File: src/wra_pkg.sv
`timescale 1ns / 1ps
// ----------------------------------------------------------------------------
// wra_pkg: shared types and constants of the window rank/average filter
// Mode and register codes, the job word passed from front to back end,
// and the back-end state encoding.
// ----------------------------------------------------------------------------
package wra_pkg;

    localparam int MAX_ROWS_DEF = 8;
    localparam int MAX_COLS_DEF = 8;
    localparam int PIX_W        = 8;
    localparam int NUM_CH       = 3;
    // wide enough for a 32 by 32 window
    localparam int JOB_N_W      = 11;
    localparam int CFG_ADDR_W   = 2;
    localparam int CFG_DATA_W   = 4;

    typedef enum logic [1:0] {
        MODE_MEDIAN  = 2'd0,
        MODE_AVERAGE = 2'd1,
        MODE_MIN     = 2'd2,
        MODE_MAX     = 2'd3
    } mode_t;

    typedef enum logic [CFG_ADDR_W-1:0] {
        CFG_MODE = 2'd0,
        CFG_ROWS = 2'd1,
        CFG_COLS = 2'd2
    } cfg_idx_t;

    typedef struct packed {
        logic [JOB_N_W-1:0] n;
        mode_t              mode;
    } job_t;

    typedef enum logic [2:0] {
        BK_IDLE,
        BK_SCAN,
        BK_EVAL,
        BK_DIV,
        BK_EMIT
    } back_state_t;

endpackage

File: src/window_rank_average_rgb_top.sv
`timescale 1ns / 1ps
// ----------------------------------------------------------------------------
// window_rank_average_rgb_top: windowed median/mean/min/max filter, RGB
// Collects one window of pixels and emits one filtered pixel per window.
// ----------------------------------------------------------------------------
// Usage:
//   s_ channel: one window pixel per word, row-major. m_ channel: one pixel
//   per completed window. cfg_we/cfg_addr/cfg_wdata write mode (0), rows
//   (1) and cols (2); write them only while the block is idle.
//   Pixels of a window are taken one per cycle. After the last one the
//   input stalls while the reduction engine scans the store, n = rows*cols:
//     min/max:  one scan of the store, then the result
//     mean:     one scan for the sums, then one serial divider step per sum bit
//     median:   one scan per result bit for each rank, two ranks for even n
//   The scan length is set by the single read port of the window store.
//   The result sits in an output register; a stalled receiver does not
//   block the next window's pixels, only the next result.
//   Reset clears the pixel count, the job queue and the output valid, and
//   sets mode median with a 3 by 3 window. The store needs no clearing.
// ----------------------------------------------------------------------------
module window_rank_average_rgb_top #(
    parameter int MAX_ROWS = wra_pkg::MAX_ROWS_DEF,
    parameter int MAX_COLS = wra_pkg::MAX_COLS_DEF
) (
    input  logic                           aclk,
    input  logic                           aresetn,
    input  logic                           s_tvalid,
    output logic                           s_tready,
    input  logic [23:0]                    s_tdata,   // pixel_blue, pixel_green, pixel_red
    output logic                           m_tvalid,
    input  logic                           m_tready,
    output logic [23:0]                    m_tdata,   // out_blue, out_green, out_red
    input  logic                           cfg_we,
    input  logic [wra_pkg::CFG_ADDR_W-1:0] cfg_addr,
    input  logic [wra_pkg::CFG_DATA_W-1:0] cfg_wdata
);
    localparam int DEPTH  = MAX_ROWS * MAX_COLS;
    localparam int ADDR_W = (DEPTH > 1) ? $clog2(DEPTH) : 1;

    wra_pkg::mode_t mode_reg;
    logic [3:0]     rows_reg, cols_reg;

    logic              job_push, job_pop, job_avail, back_busy;
    wra_pkg::job_t     job_in, job_out;
    logic              wr_en;
    logic [ADDR_W-1:0] wr_addr;
    logic [23:0]       wr_data;

    always_ff @(posedge aclk) begin
        if (!aresetn) begin
            mode_reg <= wra_pkg::MODE_MEDIAN;
            rows_reg <= 4'd3;
            cols_reg <= 4'd3;
        end else if (cfg_we) begin
            if (cfg_addr == wra_pkg::CFG_MODE) begin
                mode_reg <= wra_pkg::mode_t'(cfg_wdata[1:0]);
            end
            if (cfg_addr == wra_pkg::CFG_ROWS) begin
                rows_reg <= cfg_wdata;
            end
            if (cfg_addr == wra_pkg::CFG_COLS) begin
                cols_reg <= cfg_wdata;
            end
        end
    end

    wra_front #(
        .MAX_ROWS(MAX_ROWS),
        .MAX_COLS(MAX_COLS)
    ) u_front (
        .aclk       (aclk),
        .aresetn    (aresetn),
        .s_tvalid   (s_tvalid),
        .s_tready   (s_tready),
        .s_tdata    (s_tdata),
        .mode       (mode_reg),
        .window_rows(rows_reg),
        .window_cols(cols_reg),
        .stall      (job_avail || back_busy),
        .job_push   (job_push),
        .job        (job_in),
        .wr_en      (wr_en),
        .wr_addr    (wr_addr),
        .wr_data    (wr_data)
    );

    wra_queue u_queue (
        .aclk     (aclk),
        .aresetn  (aresetn),
        .push     (job_push),
        .push_data(job_in),
        .pop      (job_pop),
        .pop_data (job_out),
        .not_empty(job_avail)
    );

    wra_back #(
        .MAX_ROWS(MAX_ROWS),
        .MAX_COLS(MAX_COLS)
    ) u_back (
        .aclk     (aclk),
        .aresetn  (aresetn),
        .wr_en    (wr_en),
        .wr_addr  (wr_addr),
        .wr_data  (wr_data),
        .job_valid(job_avail),
        .job      (job_out),
        .job_pop  (job_pop),
        .busy     (back_busy),
        .m_tvalid (m_tvalid),
        .m_tready (m_tready),
        .m_tdata  (m_tdata)
    );

endmodule

File: src/wra_front.sv
`timescale 1ns / 1ps
// ----------------------------------------------------------------------------
// wra_front: pixel intake
// Writes each accepted pixel into the window store, tracks the pixel count
// and posts a job once the window is complete.
// ----------------------------------------------------------------------------
module wra_front #(
    parameter int MAX_ROWS = wra_pkg::MAX_ROWS_DEF,
    parameter int MAX_COLS = wra_pkg::MAX_COLS_DEF
) (
    input  logic                    aclk,
    input  logic                    aresetn,
    input  logic                    s_tvalid,
    output logic                    s_tready,
    input  logic [23:0]             s_tdata,
    input  wra_pkg::mode_t          mode,
    input  logic [3:0]              window_rows,
    input  logic [3:0]              window_cols,
    input  logic                    stall,
    output logic                    job_push,
    output wra_pkg::job_t           job,
    output logic                    wr_en,
    output logic [((MAX_ROWS*MAX_COLS > 1) ? $clog2(MAX_ROWS*MAX_COLS) : 1)-1:0] wr_addr,
    output logic [23:0]             wr_data
);
    localparam int DEPTH  = MAX_ROWS * MAX_COLS;
    localparam int CNT_W  = $clog2(DEPTH + 1);
    localparam int ADDR_W = (DEPTH > 1) ? $clog2(DEPTH) : 1;

    logic [CNT_W-1:0] count_reg, count_next;
    logic [CNT_W-1:0] rows_x, cols_x, n_win, idx, count_inc;
    logic             accept;

    always_comb begin
        if (window_rows == 4'd0) begin
            rows_x = CNT_W'(1);
        end else if (int'(window_rows) > MAX_ROWS) begin
            rows_x = CNT_W'(MAX_ROWS);
        end else begin
            rows_x = CNT_W'(window_rows);
        end
        if (window_cols == 4'd0) begin
            cols_x = CNT_W'(1);
        end else if (int'(window_cols) > MAX_COLS) begin
            cols_x = CNT_W'(MAX_COLS);
        end else begin
            cols_x = CNT_W'(window_cols);
        end
        n_win = rows_x * cols_x;
    end

    assign s_tready = !stall;
    assign accept   = s_tvalid && s_tready;

    // a full store keeps overwriting its last entry
    assign idx       = (count_reg >= CNT_W'(DEPTH)) ? CNT_W'(DEPTH - 1) : count_reg;
    assign count_inc = (count_reg < CNT_W'(DEPTH)) ? count_reg + CNT_W'(1) : count_reg;

    assign wr_en    = accept;
    assign wr_addr  = ADDR_W'(idx);
    assign wr_data  = s_tdata;
    assign job_push = accept && (count_inc >= n_win);
    assign job.n    = wra_pkg::JOB_N_W'(n_win);
    assign job.mode = mode;

    always_comb begin
        count_next = count_reg;
        if (accept) begin
            count_next = job_push ? '0 : count_inc;
        end
    end

    always_ff @(posedge aclk) begin
        if (!aresetn) begin
            count_reg <= '0;
        end else begin
            count_reg <= count_next;
        end
    end

endmodule

File: src/wra_queue.sv
`timescale 1ns / 1ps
// ----------------------------------------------------------------------------
// wra_queue: two-entry job queue
// Decouples the pixel intake from the reduction engine.
// ----------------------------------------------------------------------------
module wra_queue (
    input  logic          aclk,
    input  logic          aresetn,
    input  logic          push,
    input  wra_pkg::job_t push_data,
    input  logic          pop,
    output wra_pkg::job_t pop_data,
    output logic          not_empty
);
    wra_pkg::job_t slot_reg [2];
    logic          wr_ptr_reg, wr_ptr_next;
    logic          rd_ptr_reg, rd_ptr_next;
    logic [1:0]    fill_reg, fill_next;

    assign not_empty = (fill_reg != 2'd0);
    assign pop_data  = slot_reg[rd_ptr_reg];

    always_comb begin
        wr_ptr_next = wr_ptr_reg;
        rd_ptr_next = rd_ptr_reg;
        fill_next   = fill_reg;
        if (push) begin
            wr_ptr_next = !wr_ptr_reg;
        end
        if (pop) begin
            rd_ptr_next = !rd_ptr_reg;
        end
        if (push && !pop) begin
            fill_next = fill_reg + 2'd1;
        end else if (pop && !push) begin
            fill_next = fill_reg - 2'd1;
        end
    end

    always_ff @(posedge aclk) begin
        if (!aresetn) begin
            wr_ptr_reg <= 1'b0;
            rd_ptr_reg <= 1'b0;
            fill_reg   <= 2'd0;
        end else begin
            wr_ptr_reg <= wr_ptr_next;
            rd_ptr_reg <= rd_ptr_next;
            fill_reg   <= fill_next;
        end
    end

    always_ff @(posedge aclk) begin
        if (push) begin
            slot_reg[wr_ptr_reg] <= push_data;
        end
    end

endmodule

File: src/wra_back.sv
`timescale 1ns / 1ps
// ----------------------------------------------------------------------------
// wra_back: window store and reduction engine
// Holds the window store, scans it once per pass for all three channels
// (radix select for the median, sum plus serial divide for the mean,
// running min/max) and drives the output register.
// ----------------------------------------------------------------------------
module wra_back #(
    parameter int MAX_ROWS = wra_pkg::MAX_ROWS_DEF,
    parameter int MAX_COLS = wra_pkg::MAX_COLS_DEF
) (
    input  logic                    aclk,
    input  logic                    aresetn,
    input  logic                    wr_en,
    input  logic [((MAX_ROWS*MAX_COLS > 1) ? $clog2(MAX_ROWS*MAX_COLS) : 1)-1:0] wr_addr,
    input  logic [23:0]             wr_data,
    input  logic                    job_valid,
    input  wra_pkg::job_t           job,
    output logic                    job_pop,
    output logic                    busy,
    output logic                    m_tvalid,
    input  logic                    m_tready,
    output logic [23:0]             m_tdata
);
    localparam int DEPTH  = MAX_ROWS * MAX_COLS;
    localparam int CNT_W  = $clog2(DEPTH + 1);
    localparam int ADDR_W = (DEPTH > 1) ? $clog2(DEPTH) : 1;
    localparam int SUM_W  = CNT_W + wra_pkg::PIX_W;
    localparam int STEP_W = $clog2(SUM_W + 1);
    localparam int NCH    = wra_pkg::NUM_CH;

    logic [23:0] mem [DEPTH];
    logic [23:0] rd_word_reg;

    wra_pkg::back_state_t state_reg, state_next;
    wra_pkg::mode_t       mode_reg, mode_next;
    logic [CNT_W-1:0]     n_reg, n_next;
    logic [CNT_W-1:0]     issue_reg, issue_next;
    logic                 rd_vld_reg, rd_en;
    logic                 second_reg, second_next;
    logic [7:0]           mask_reg, mask_next;
    logic [7:0]           bsel_reg, bsel_next;
    logic [STEP_W-1:0]    step_reg, step_next;
    logic                 out_valid_reg, out_valid_next;
    logic [23:0]          out_reg, out_next;

    logic [7:0]       prefix_reg [NCH], prefix_next [NCH];
    logic [CNT_W-1:0] k_reg      [NCH], k_next      [NCH];
    logic [CNT_W-1:0] cnt_reg    [NCH], cnt_next    [NCH];
    logic [SUM_W-1:0] sum_reg    [NCH], sum_next    [NCH];
    logic [7:0]       min_reg    [NCH], min_next    [NCH];
    logic [7:0]       max_reg    [NCH], max_next    [NCH];
    logic [7:0]       first_reg  [NCH], first_next  [NCH];
    logic [7:0]       res_reg    [NCH], res_next    [NCH];
    logic [SUM_W-1:0] quot_reg   [NCH], quot_next   [NCH];
    logic [CNT_W-1:0] rem_reg    [NCH], rem_next    [NCH];
    logic             clr_acc;

    assign busy     = (state_reg != wra_pkg::BK_IDLE);
    assign m_tvalid = out_valid_reg;
    assign m_tdata  = out_reg;

    always_comb begin
        logic [7:0]     v;
        logic [7:0]     pv;
        logic [CNT_W:0] r2;
        logic           qb;

        v              = 8'h00;
        pv             = 8'h00;
        r2             = '0;
        qb             = 1'b0;
        state_next     = state_reg;
        mode_next      = mode_reg;
        n_next         = n_reg;
        issue_next     = issue_reg;
        second_next    = second_reg;
        mask_next      = mask_reg;
        bsel_next      = bsel_reg;
        step_next      = step_reg;
        out_valid_next = out_valid_reg;
        out_next       = out_reg;
        prefix_next    = prefix_reg;
        k_next         = k_reg;
        cnt_next       = cnt_reg;
        sum_next       = sum_reg;
        min_next       = min_reg;
        max_next       = max_reg;
        first_next     = first_reg;
        res_next       = res_reg;
        quot_next      = quot_reg;
        rem_next       = rem_reg;
        clr_acc        = 1'b0;
        rd_en          = 1'b0;
        job_pop        = 1'b0;

        if (out_valid_reg && m_tready) begin
            out_valid_next = 1'b0;
        end

        unique case (state_reg)
            wra_pkg::BK_IDLE: begin
                if (job_valid) begin
                    job_pop     = 1'b1;
                    n_next      = CNT_W'(job.n);
                    mode_next   = job.mode;
                    issue_next  = '0;
                    second_next = 1'b0;
                    mask_next   = 8'h00;
                    bsel_next   = 8'h80;
                    clr_acc     = 1'b1;
                    for (int c = 0; c < NCH; c++) begin
                        prefix_next[c] = 8'h00;
                        k_next[c]      = (CNT_W'(job.n) - CNT_W'(1)) >> 1;
                    end
                    state_next = wra_pkg::BK_SCAN;
                end
            end
            wra_pkg::BK_SCAN: begin
                if (issue_reg < n_reg) begin
                    rd_en      = 1'b1;
                    issue_next = issue_reg + CNT_W'(1);
                end else if (!rd_vld_reg) begin
                    state_next = wra_pkg::BK_EVAL;
                end
                if (rd_vld_reg) begin
                    for (int c = 0; c < NCH; c++) begin
                        v           = rd_word_reg[8*c +: 8];
                        sum_next[c] = sum_reg[c] + SUM_W'(v);
                        if (v < min_reg[c]) begin
                            min_next[c] = v;
                        end
                        if (v > max_reg[c]) begin
                            max_next[c] = v;
                        end
                        if ((((v ^ prefix_reg[c]) & mask_reg) == 8'h00)
                                && ((v & bsel_reg) == 8'h00)) begin
                            cnt_next[c] = cnt_reg[c] + CNT_W'(1);
                        end
                    end
                end
            end
            wra_pkg::BK_EVAL: begin
                unique case (mode_reg)
                    wra_pkg::MODE_MEDIAN: begin
                        issue_next = '0;
                        clr_acc    = 1'b1;
                        state_next = wra_pkg::BK_SCAN;
                        mask_next  = {1'b1, mask_reg[7:1]};
                        bsel_next  = bsel_reg >> 1;
                        for (int c = 0; c < NCH; c++) begin
                            pv = prefix_reg[c];
                            // rank falls in the upper half: set this bit
                            if (k_reg[c] >= cnt_reg[c]) begin
                                pv        = prefix_reg[c] | bsel_reg;
                                k_next[c] = k_reg[c] - cnt_reg[c];
                            end
                            prefix_next[c] = pv;
                            if (bsel_reg[0]) begin
                                if (!second_reg && !n_reg[0]) begin
                                    first_next[c]  = pv;
                                    prefix_next[c] = 8'h00;
                                    k_next[c]      = n_reg >> 1;
                                end else if (second_reg) begin
                                    res_next[c] = 8'(({1'b0, first_reg[c]}
                                                       + {1'b0, pv}) >> 1);
                                end else begin
                                    res_next[c] = pv;
                                end
                            end
                        end
                        if (bsel_reg[0]) begin
                            if (!second_reg && !n_reg[0]) begin
                                second_next = 1'b1;
                                mask_next   = 8'h00;
                                bsel_next   = 8'h80;
                            end else begin
                                clr_acc    = 1'b0;
                                state_next = wra_pkg::BK_EMIT;
                            end
                        end
                    end
                    wra_pkg::MODE_AVERAGE: begin
                        for (int c = 0; c < NCH; c++) begin
                            quot_next[c] = sum_reg[c];
                            rem_next[c]  = '0;
                        end
                        step_next  = '0;
                        state_next = wra_pkg::BK_DIV;
                    end
                    wra_pkg::MODE_MIN: begin
                        res_next   = min_reg;
                        state_next = wra_pkg::BK_EMIT;
                    end
                    wra_pkg::MODE_MAX: begin
                        res_next   = max_reg;
                        state_next = wra_pkg::BK_EMIT;
                    end
                    default: begin
                        state_next = wra_pkg::BK_EMIT;
                    end
                endcase
            end
            wra_pkg::BK_DIV: begin
                // one restoring divide step per cycle on each channel
                for (int c = 0; c < NCH; c++) begin
                    r2 = {rem_reg[c], quot_reg[c][SUM_W-1]};
                    qb = (r2 >= {1'b0, n_reg});
                    if (qb) begin
                        rem_next[c] = CNT_W'(r2 - {1'b0, n_reg});
                    end else begin
                        rem_next[c] = r2[CNT_W-1:0];
                    end
                    quot_next[c] = {quot_reg[c][SUM_W-2:0], qb};
                    res_next[c]  = quot_next[c][7:0];
                end
                step_next = step_reg + STEP_W'(1);
                if (step_reg == STEP_W'(SUM_W - 1)) begin
                    state_next = wra_pkg::BK_EMIT;
                end
            end
            wra_pkg::BK_EMIT: begin
                if (!out_valid_reg || m_tready) begin
                    out_next       = {res_reg[2], res_reg[1], res_reg[0]};
                    out_valid_next = 1'b1;
                    state_next     = wra_pkg::BK_IDLE;
                end
            end
            default: begin
                state_next = wra_pkg::BK_IDLE;
            end
        endcase

        if (clr_acc) begin
            for (int c = 0; c < NCH; c++) begin
                cnt_next[c] = '0;
                sum_next[c] = '0;
                min_next[c] = 8'hFF;
                max_next[c] = 8'h00;
            end
        end
    end

    always_ff @(posedge aclk) begin
        if (!aresetn) begin
            state_reg     <= wra_pkg::BK_IDLE;
            out_valid_reg <= 1'b0;
            rd_vld_reg    <= 1'b0;
        end else begin
            state_reg     <= state_next;
            out_valid_reg <= out_valid_next;
            rd_vld_reg    <= rd_en;
        end
    end

    always_ff @(posedge aclk) begin
        mode_reg    <= mode_next;
        n_reg       <= n_next;
        issue_reg   <= issue_next;
        second_reg  <= second_next;
        mask_reg    <= mask_next;
        bsel_reg    <= bsel_next;
        step_reg    <= step_next;
        out_reg     <= out_next;
        prefix_reg  <= prefix_next;
        k_reg       <= k_next;
        cnt_reg     <= cnt_next;
        sum_reg     <= sum_next;
        min_reg     <= min_next;
        max_reg     <= max_next;
        first_reg   <= first_next;
        res_reg     <= res_next;
        quot_reg    <= quot_next;
        rem_reg     <= rem_next;
    end

    always_ff @(posedge aclk) begin
        if (wr_en) begin
            mem[wr_addr] <= wr_data;
        end
        if (rd_en) begin
            rd_word_reg <= mem[issue_reg[ADDR_W-1:0]];
        end
    end

endmodule
File: config.mk
export PLATFORM = sky130hd
export DESIGN_NAME = window_rank_average_rgb_top
export DESIGN_NICKNAME = d
export VERILOG_FILES = /design/src/wra_pkg.sv /design/src/window_rank_average_rgb_top.sv /design/src/wra_front.sv /design/src/wra_queue.sv /design/src/wra_back.sv
export SDC_FILE = /design/constraint.sdc
export NUM_CORES = 2
export LEC_CHECK = 0
export ABC_CLOCK_PERIOD_IN_PS = 19500
export BUFFER_PORTS_ARGS = -buffer_cell sky130_fd_sc_hd__buf_2
export CORE_MARGIN = 10
export CORE_UTILIZATION = 61
export CTS_CLUSTER_DIAMETER = 80
export CTS_CLUSTER_SIZE = 24
export DETAILED_ROUTE_END_ITERATION = 10
export PLACE_DENSITY = 0.82
export SYNTH_ARGS = -nofsm -noshare
export SYNTH_HDL_FRONTEND = slang
export SYNTH_SLANG_ARGS = --single-unit
File: constraint.sdc
create_clock -name aclk -period 19.5 [get_ports aclk]
set_input_delay 0 -clock aclk [delete_from_list [all_inputs] [get_ports aclk]]
set_output_delay 0 -clock aclk [all_outputs]
set_load 0.02 [all_outputs]
; ---- Word level (Yosys, flattened, before mapping)
; Memory sizes are Yosys's and may differ from the RTL's. A register that Yosys moved wholly into a read port is not among the register bits.
; Cells that the tools add are included.
[totals]
reg_bits = 360
ram_bits = 1554
inputBits = 35
out_inout_bits = 26
elab_cells = 288
n_memories = 2
[mem_list]
columns = memory, depth, width, read_ports, rd_ports_with_merged_regs, write_ports, line
row1 = u_back.mem, 64, 24, 1, 1, 1, wra_back.sv:32  ; logic [23:0] mem [DEPTH];
row2 = u_queue.slot_reg, 2, 9, 1, 1, 1, wra_queue.sv:15  ; wra_pkg::job_t slot_reg [2];
[classes]
addsub = 21
n_mul = 1
magnitude_cmp = 18
n_eq_ne = 23
mux = 104
bitwise = 12
reduce_logical = 59
[op_table]
columns = operator, count
row1 = $mux W8, 32
row2 = $mux W7, 19
row3 = $pmux W24 S2, 2
row4 = $pmux W45 S2, 1
row5 = $pmux W21 S2, 2
row6 = $pmux W24 S3, 1
row7 = $mux W21, 3
row8 = $and A8 B8 Y8, 6
row9 = $logic_not A8 Y1, 6
row10 = $mux W24, 2
row11 = $add A15 B8 Y15, 3
row12 = $mux W45, 1
row13 = $sub A7 B7 Y7, 6
row14 = $add A7 B1 Y7 const B, 5
row15 = $pmux W8 S2, 2
row16 = $reduce_and A3 Y1, 10
row17 = $ge A7 B7 Y1, 4
row18 = $add A8 B8 Y9, 3
row19 = $ge A8 B7 Y1, 3
row20 = $gt A8 B8 Y1, 3
row21 = $lt A8 B8 Y1, 3
row22 = $or A8 B8 Y8, 3
row23 = $xor A8 B8 Y8, 3
row24 = $mux W3, 7
row25 = other kinds (41), 108

; ---- Longest topological paths before layout
[depth]
word_depth = 10
ltp_mapped = 21
ltp_nobuf = 21

; ---- Cells and area by module
; A second synthesis with hierarchy kept.
[unflattened]
cells_unflattened = 4576
area_unflattened_um2 = 81232.9
[by_module_without_submodules]
columns = mod, n_inst, cells_per_inst, area_each_um2, seq_area_each_um2
row1 = wra_back, 1, 4308, 78387.7, 55833.5
row2 = wra_front, 1, 165, 1285.0, 140.1
row3 = wra_queue, 1, 61, 1144.8, 880.8
row4 = window_rank_average_rgb_top, 1, 42, 415.4, 200.2

; ---- Least setup slack after synthesis
; No wires, ideal clock.
[synth_timing]
path_type = flip-flop to flip-flop
start = reg u_back.state_reg[1]
end = reg u_back.quot_reg[0] (netlist name), enable pin
setup_time_ns = 0.595
t_arrival_ns = 5.795
required_time_ns = 18.905
path_slack_ns = 13.110
stages_incl_launch_ff = 5
n_path_buf = 2
synth_period_minus_slack_ns = 6.390
path_cell_list = dfxtp_1 -> clkbuf_1 -> nand2_1 -> buf_2 -> o21ai_0
[synth_between]
elab_chain_len = 3
elab_cells_between_ends = 5
classes_between = 3 x eq/ne / 2 x reduce/logical
[synth_lines]
columns = item, line
row1 = start: declaration, wra_back.sv:35  ; wra_pkg::back_state_t state_reg, state_next;
row2 = start signal: assignment, wra_back.sv:246  ; state_reg <= wra_pkg::BK_IDLE;
row3 = start signal: assignment, wra_back.sv:250  ; state_reg <= state_next;
row4 = $eq A3 B2 Y1, wra_back.sv:101  ; unique case (state_reg)
row5 = $ne A2 B1 Y1 (no source line) / $reduce_bool A2 Y1 (equally long branches), --
row6 = $reduce_and A2 Y1 (no source line) *, --
row7 = end signal: assignment, wra_back.sv:273  ; quot_reg <= quot_next;
row8 = end: declaration, wra_back.sv:55  ; logic [SUM_W-1:0] quot_reg [NCH], quot_next [NCH];
; Every way passes the cells marked *; elsewhere a longest branch is shown, timed or not.
; A chain may end at the register's enable or synchronous reset.

; ---- Worst setup path in the final report
[layout_timing]
start = reg rows_reg[3]
end = reg u_queue.fill_reg[1]
[layout_between]
elab_chain_len = 9
elab_cells_between_ends = 12
classes_between = 1 x mul / 2 x order compare / 3 x mux / 6 x reduce/logical
[layout_lines]
columns = item, line
row1 = start: declaration, window_rank_average_rgb_top.sv:41  ; logic [3:0] rows_reg, cols_reg;
row2 = start signal: assignment, window_rank_average_rgb_top.sv:59  ; rows_reg <= cfg_wdata;
row3 = $gt A4 B4 Y1, wra_front.sv:37  ; end else if (int'(window_rows) > MAX_ROWS) begin
row4 = $mux W4, wra_front.sv:37
row5 = $mux W7 *, wra_front.sv:35  ; if (window_rows == 4'd0) begin
row6 = $mul A7 B7 Y7 *, wra_front.sv:49  ; n_win = rows_x * cols_x;
row7 = $ge A7 B7 Y1 *, wra_front.sv:62  ; assign job_push = accept && (count_inc >= n_win);
row8 = $logic_and A1 B1 Y1 *, wra_front.sv:62
row9 = net job_push, window_rank_average_rgb_top.sv:43  ; logic job_push, job_pop, job_avail, back_busy;
row10 = $logic_not A1 Y1, wra_queue.sv:35  ; end else if (pop && !push) begin
row11 = $logic_and A1 B1 Y1, wra_queue.sv:35
row12 = $reduce_bool A2 Y1 (no source line), --
row13 = end signal: assignment, wra_queue.sv:48  ; fill_reg <= fill_next;
row14 = end: declaration, wra_queue.sv:18  ; logic [1:0] fill_reg, fill_next;
; The timed path passes the listed nets; every way through them passes the cells marked *.

==> run summary <==
status - finished, final reports clean
CP cell instances - nor2_1, nand3_1, fa_1, inv_1, fa_1, inv_1, fa_1, xor2_1, ha_1, a21o_1, a211o_1, o221ai_1, inv_1, ha_1, or3_1, a21boi_0
TNS Setup - 0 ns
Layout Area Growth over Synthesis - 7.35%
initial antenna violation count - 12
CTS tree - done
HP Class - input port to register
vias in the first global route - 45300
Clock transition at path regs - 0.09 ns
Crit-path slowest cell - fa_1
Slew HR - 0.123
H-tree depth - 3
initial DRC count - 6374
largest net degree at the start of global routing - 160
Pleak - 28.1 nW
full die area - 147000 um^2
Max-Cap Viols - 0
DRC - 0
Inst Count DP - 6429
DR vias - 45600
Crit path largest cell delay - 0.55 ns
Chip Height - 383 um
share of post-route cells with drive strength above 1 - 0.164
GPL Wtd Cong - 0.870
most frequent cells in the layout - edfxtp_1, mux4_2, nand2_1
Cells on Worst Hold Path - 1
Yosys cell types - 79
count of final max-slew check failures - 0
Top Ports - 61
Worst-Skew Late Latency - 0.79 ns
period utilisation layout - 0.240
PwrDens - 127 nW/um^2
ys async rst share - 0
largest buffer count on any clock path - 3
CTS Buf Count - 96
DP Wirelength - 116 mm
worst vdd ir - 136 uV
area leader, netlist - edfxtp_1
WP data arrival - 5.36 ns
Layout fillers - 8568
Hold Slack - 0.0520 ns
CP endpoint kind - register
total track usage - 0.278
final hold violation count - 0
vias per cell - 6.91
global-route wire length before repair - 302 mm
Post-synth EDFFs - 1798
Post-Synthesis Cells - 4725
Fin Clk Skew - 0.0624 ns
fmax - 214 MHz
CTS Sinks - 1939
Initial Util - 0.612
critical path launch point type - register
Worst Path Required - 20.19 ns
RSZ-0062 raised after global routing - no
Finished Layout Cells - 6595
std cell rows - 133
core area - 131000 um^2
CTS root buffer - clkbuf_16
yosys warns - 0
die width - 383 um
Avg Cell Area, Syn - 17.0 um^2
I/O Buffers - 60
DR pass1 iterations - 6
gr ovfl total - 0
Post-CTS Resized - 0
register area share after synthesis - 0.708
final WL - 205 mm
synth top area cells - edfxtp_1, mux4_2, dfxtp_1
Util after Layout - 0.657
DR WL/cell - 31.1 um
Slew @ Worst Pin - 1.32 ns
Nets - 5019
most common cell after layout, fill and taps aside - edfxtp_1
top cell type's share of synthesized area - 0.672
total power - 10.9 mW
maximum fanout along the worst path - 11
mapped cell area - 80300 um^2
syn_nets - 4941
CP Class - register to register
top_reg_cell synth - edfxtp_1
final setup vio count - 0
max reg flops - 1536
Post-DRT Antenna Nets - 0
Tmin final - 4.67 ns
#FFs+latches synth - 1939
r2r worst-path depth - 16
==> stage by stage <==
step | setup WS (ns) | instance area, um^2
CTS | 14.75 | 86200
detailed placement | 14.76 | 83000
floorplan | 13.11 | 80300
global placement | 14.84 | 83000
finish | 14.83 | 86200
global route | 14.40 | 86200
==> metal layers <==
layer,up-vias,part of all wire,global-route usage
met5,-,0.00035,0
met2,3330,0.48,0.442
met4,10,0.058,0.137
met3,559,0.12,0.0643
li1,18800,-,-
met1,22900,0.34,0.363
==> worst max-delay path, delay by kind of cell (launching register included) <==
family,cells,cell delay [ns]
AOI/OAI and AO/OA,4,0.96
adders and majority gates,5,2.08
and+or+nand+nor,3,0.72
DFF,1,0.40
buffers and inverters,3,0.22
xor gates and xnor gates,1,0.22
==> cell usage after synthesis, types with 4 or more instances <==
cell type     n
nand3b_1     12
clkbuf_1    145
nand2_1     250
a31oi_1       9
xnor2_1      64
a211o_1       7
and3_1       30
o211ai_1     24
nor2b_1      50
a211oi_1     19
nand2b_1     19
o2111ai_1     7
buf_1        14
nand3_1     167
a22o_1        4
buf_2        66
mux2_2        9
o31a_1        9
nand4_1      27
xor2_1       51
nor2_1      269
o21ai_0     143
nor4_1        6
a22oi_1     211
a311o_1       8
nor3_1       35
ha_1        165
o21a_1       24
a21oi_1     144
nor3b_1       8
and4_1       26
fa_1         16
inv_1       165
a21boi_0      4
mux4_2      384
mux2i_1      50
a221oi_1      8
dfxtp_1     141
or3_1        13
a21o_1       28
o21bai_1      7
and2_1       23
edfxtp_1   1798
o31ai_1       8
==> cell type report <==
class,instances,area [um^2],area share
multi-input cells,2393,22200,0.257
clock buffers,109,2490,0.0289
inverters,165,619,0.00719
repair buffers,208,1530,0.0177
diodes,3,7.51,0.0000871
well taps,1755,2200,0.0255
clock inverters,23,348,0.00404
flip-flops and latches,1939,56800,0.659
==> power by group <==
part	leakage, nW	switching (mW)	internal (mW)
Clock	1.38	1.32	0.942
Combinational	9.34	2.16	1.42
Sequential	17.4	0.242	4.83
==> worst paths after layout <==
check | start | end | slack (ns)
max reg2reg | rows_reg[3]$_SDFFE_PN0P_ | u_queue.fill_reg[1]$_SDFFE_PN0P_ | 14.83
min reg2reg | u_back.res_reg[21]$_DFFE_PP_ | u_back.m_tdata[5]$_DFFE_PP_ | 0.42
max | rows_reg[3]$_SDFFE_PN0P_ | u_queue.fill_reg[1]$_SDFFE_PN0P_ | 14.83
min | s_tdata[22] | u_back.mem[30][22]$_DFFE_PP_ | 0.05
==> kinds of logic after synthesis <==
family                   count (synthesis)  synth area share
XOR/XNOR                               115            0.0125
adder cells (fa/ha/maj)                181            0.0297
multiplexers                           443             0.115
buffers and inverters                  393            0.0197
flip-flops                            1939             0.708
AO/OA/AOI/OAI                          704            0.0586
AND/OR/NAND/NOR                        950            0.0566
==> what timing repair did <==
action,in CTS,in global routing
endpoints found under the setup margin,0,0
setup buffers,0,0
hold endpoints to repair,921,0
hold buffers,31,0
Note: power is estimated with default switching activity, not from simulation.
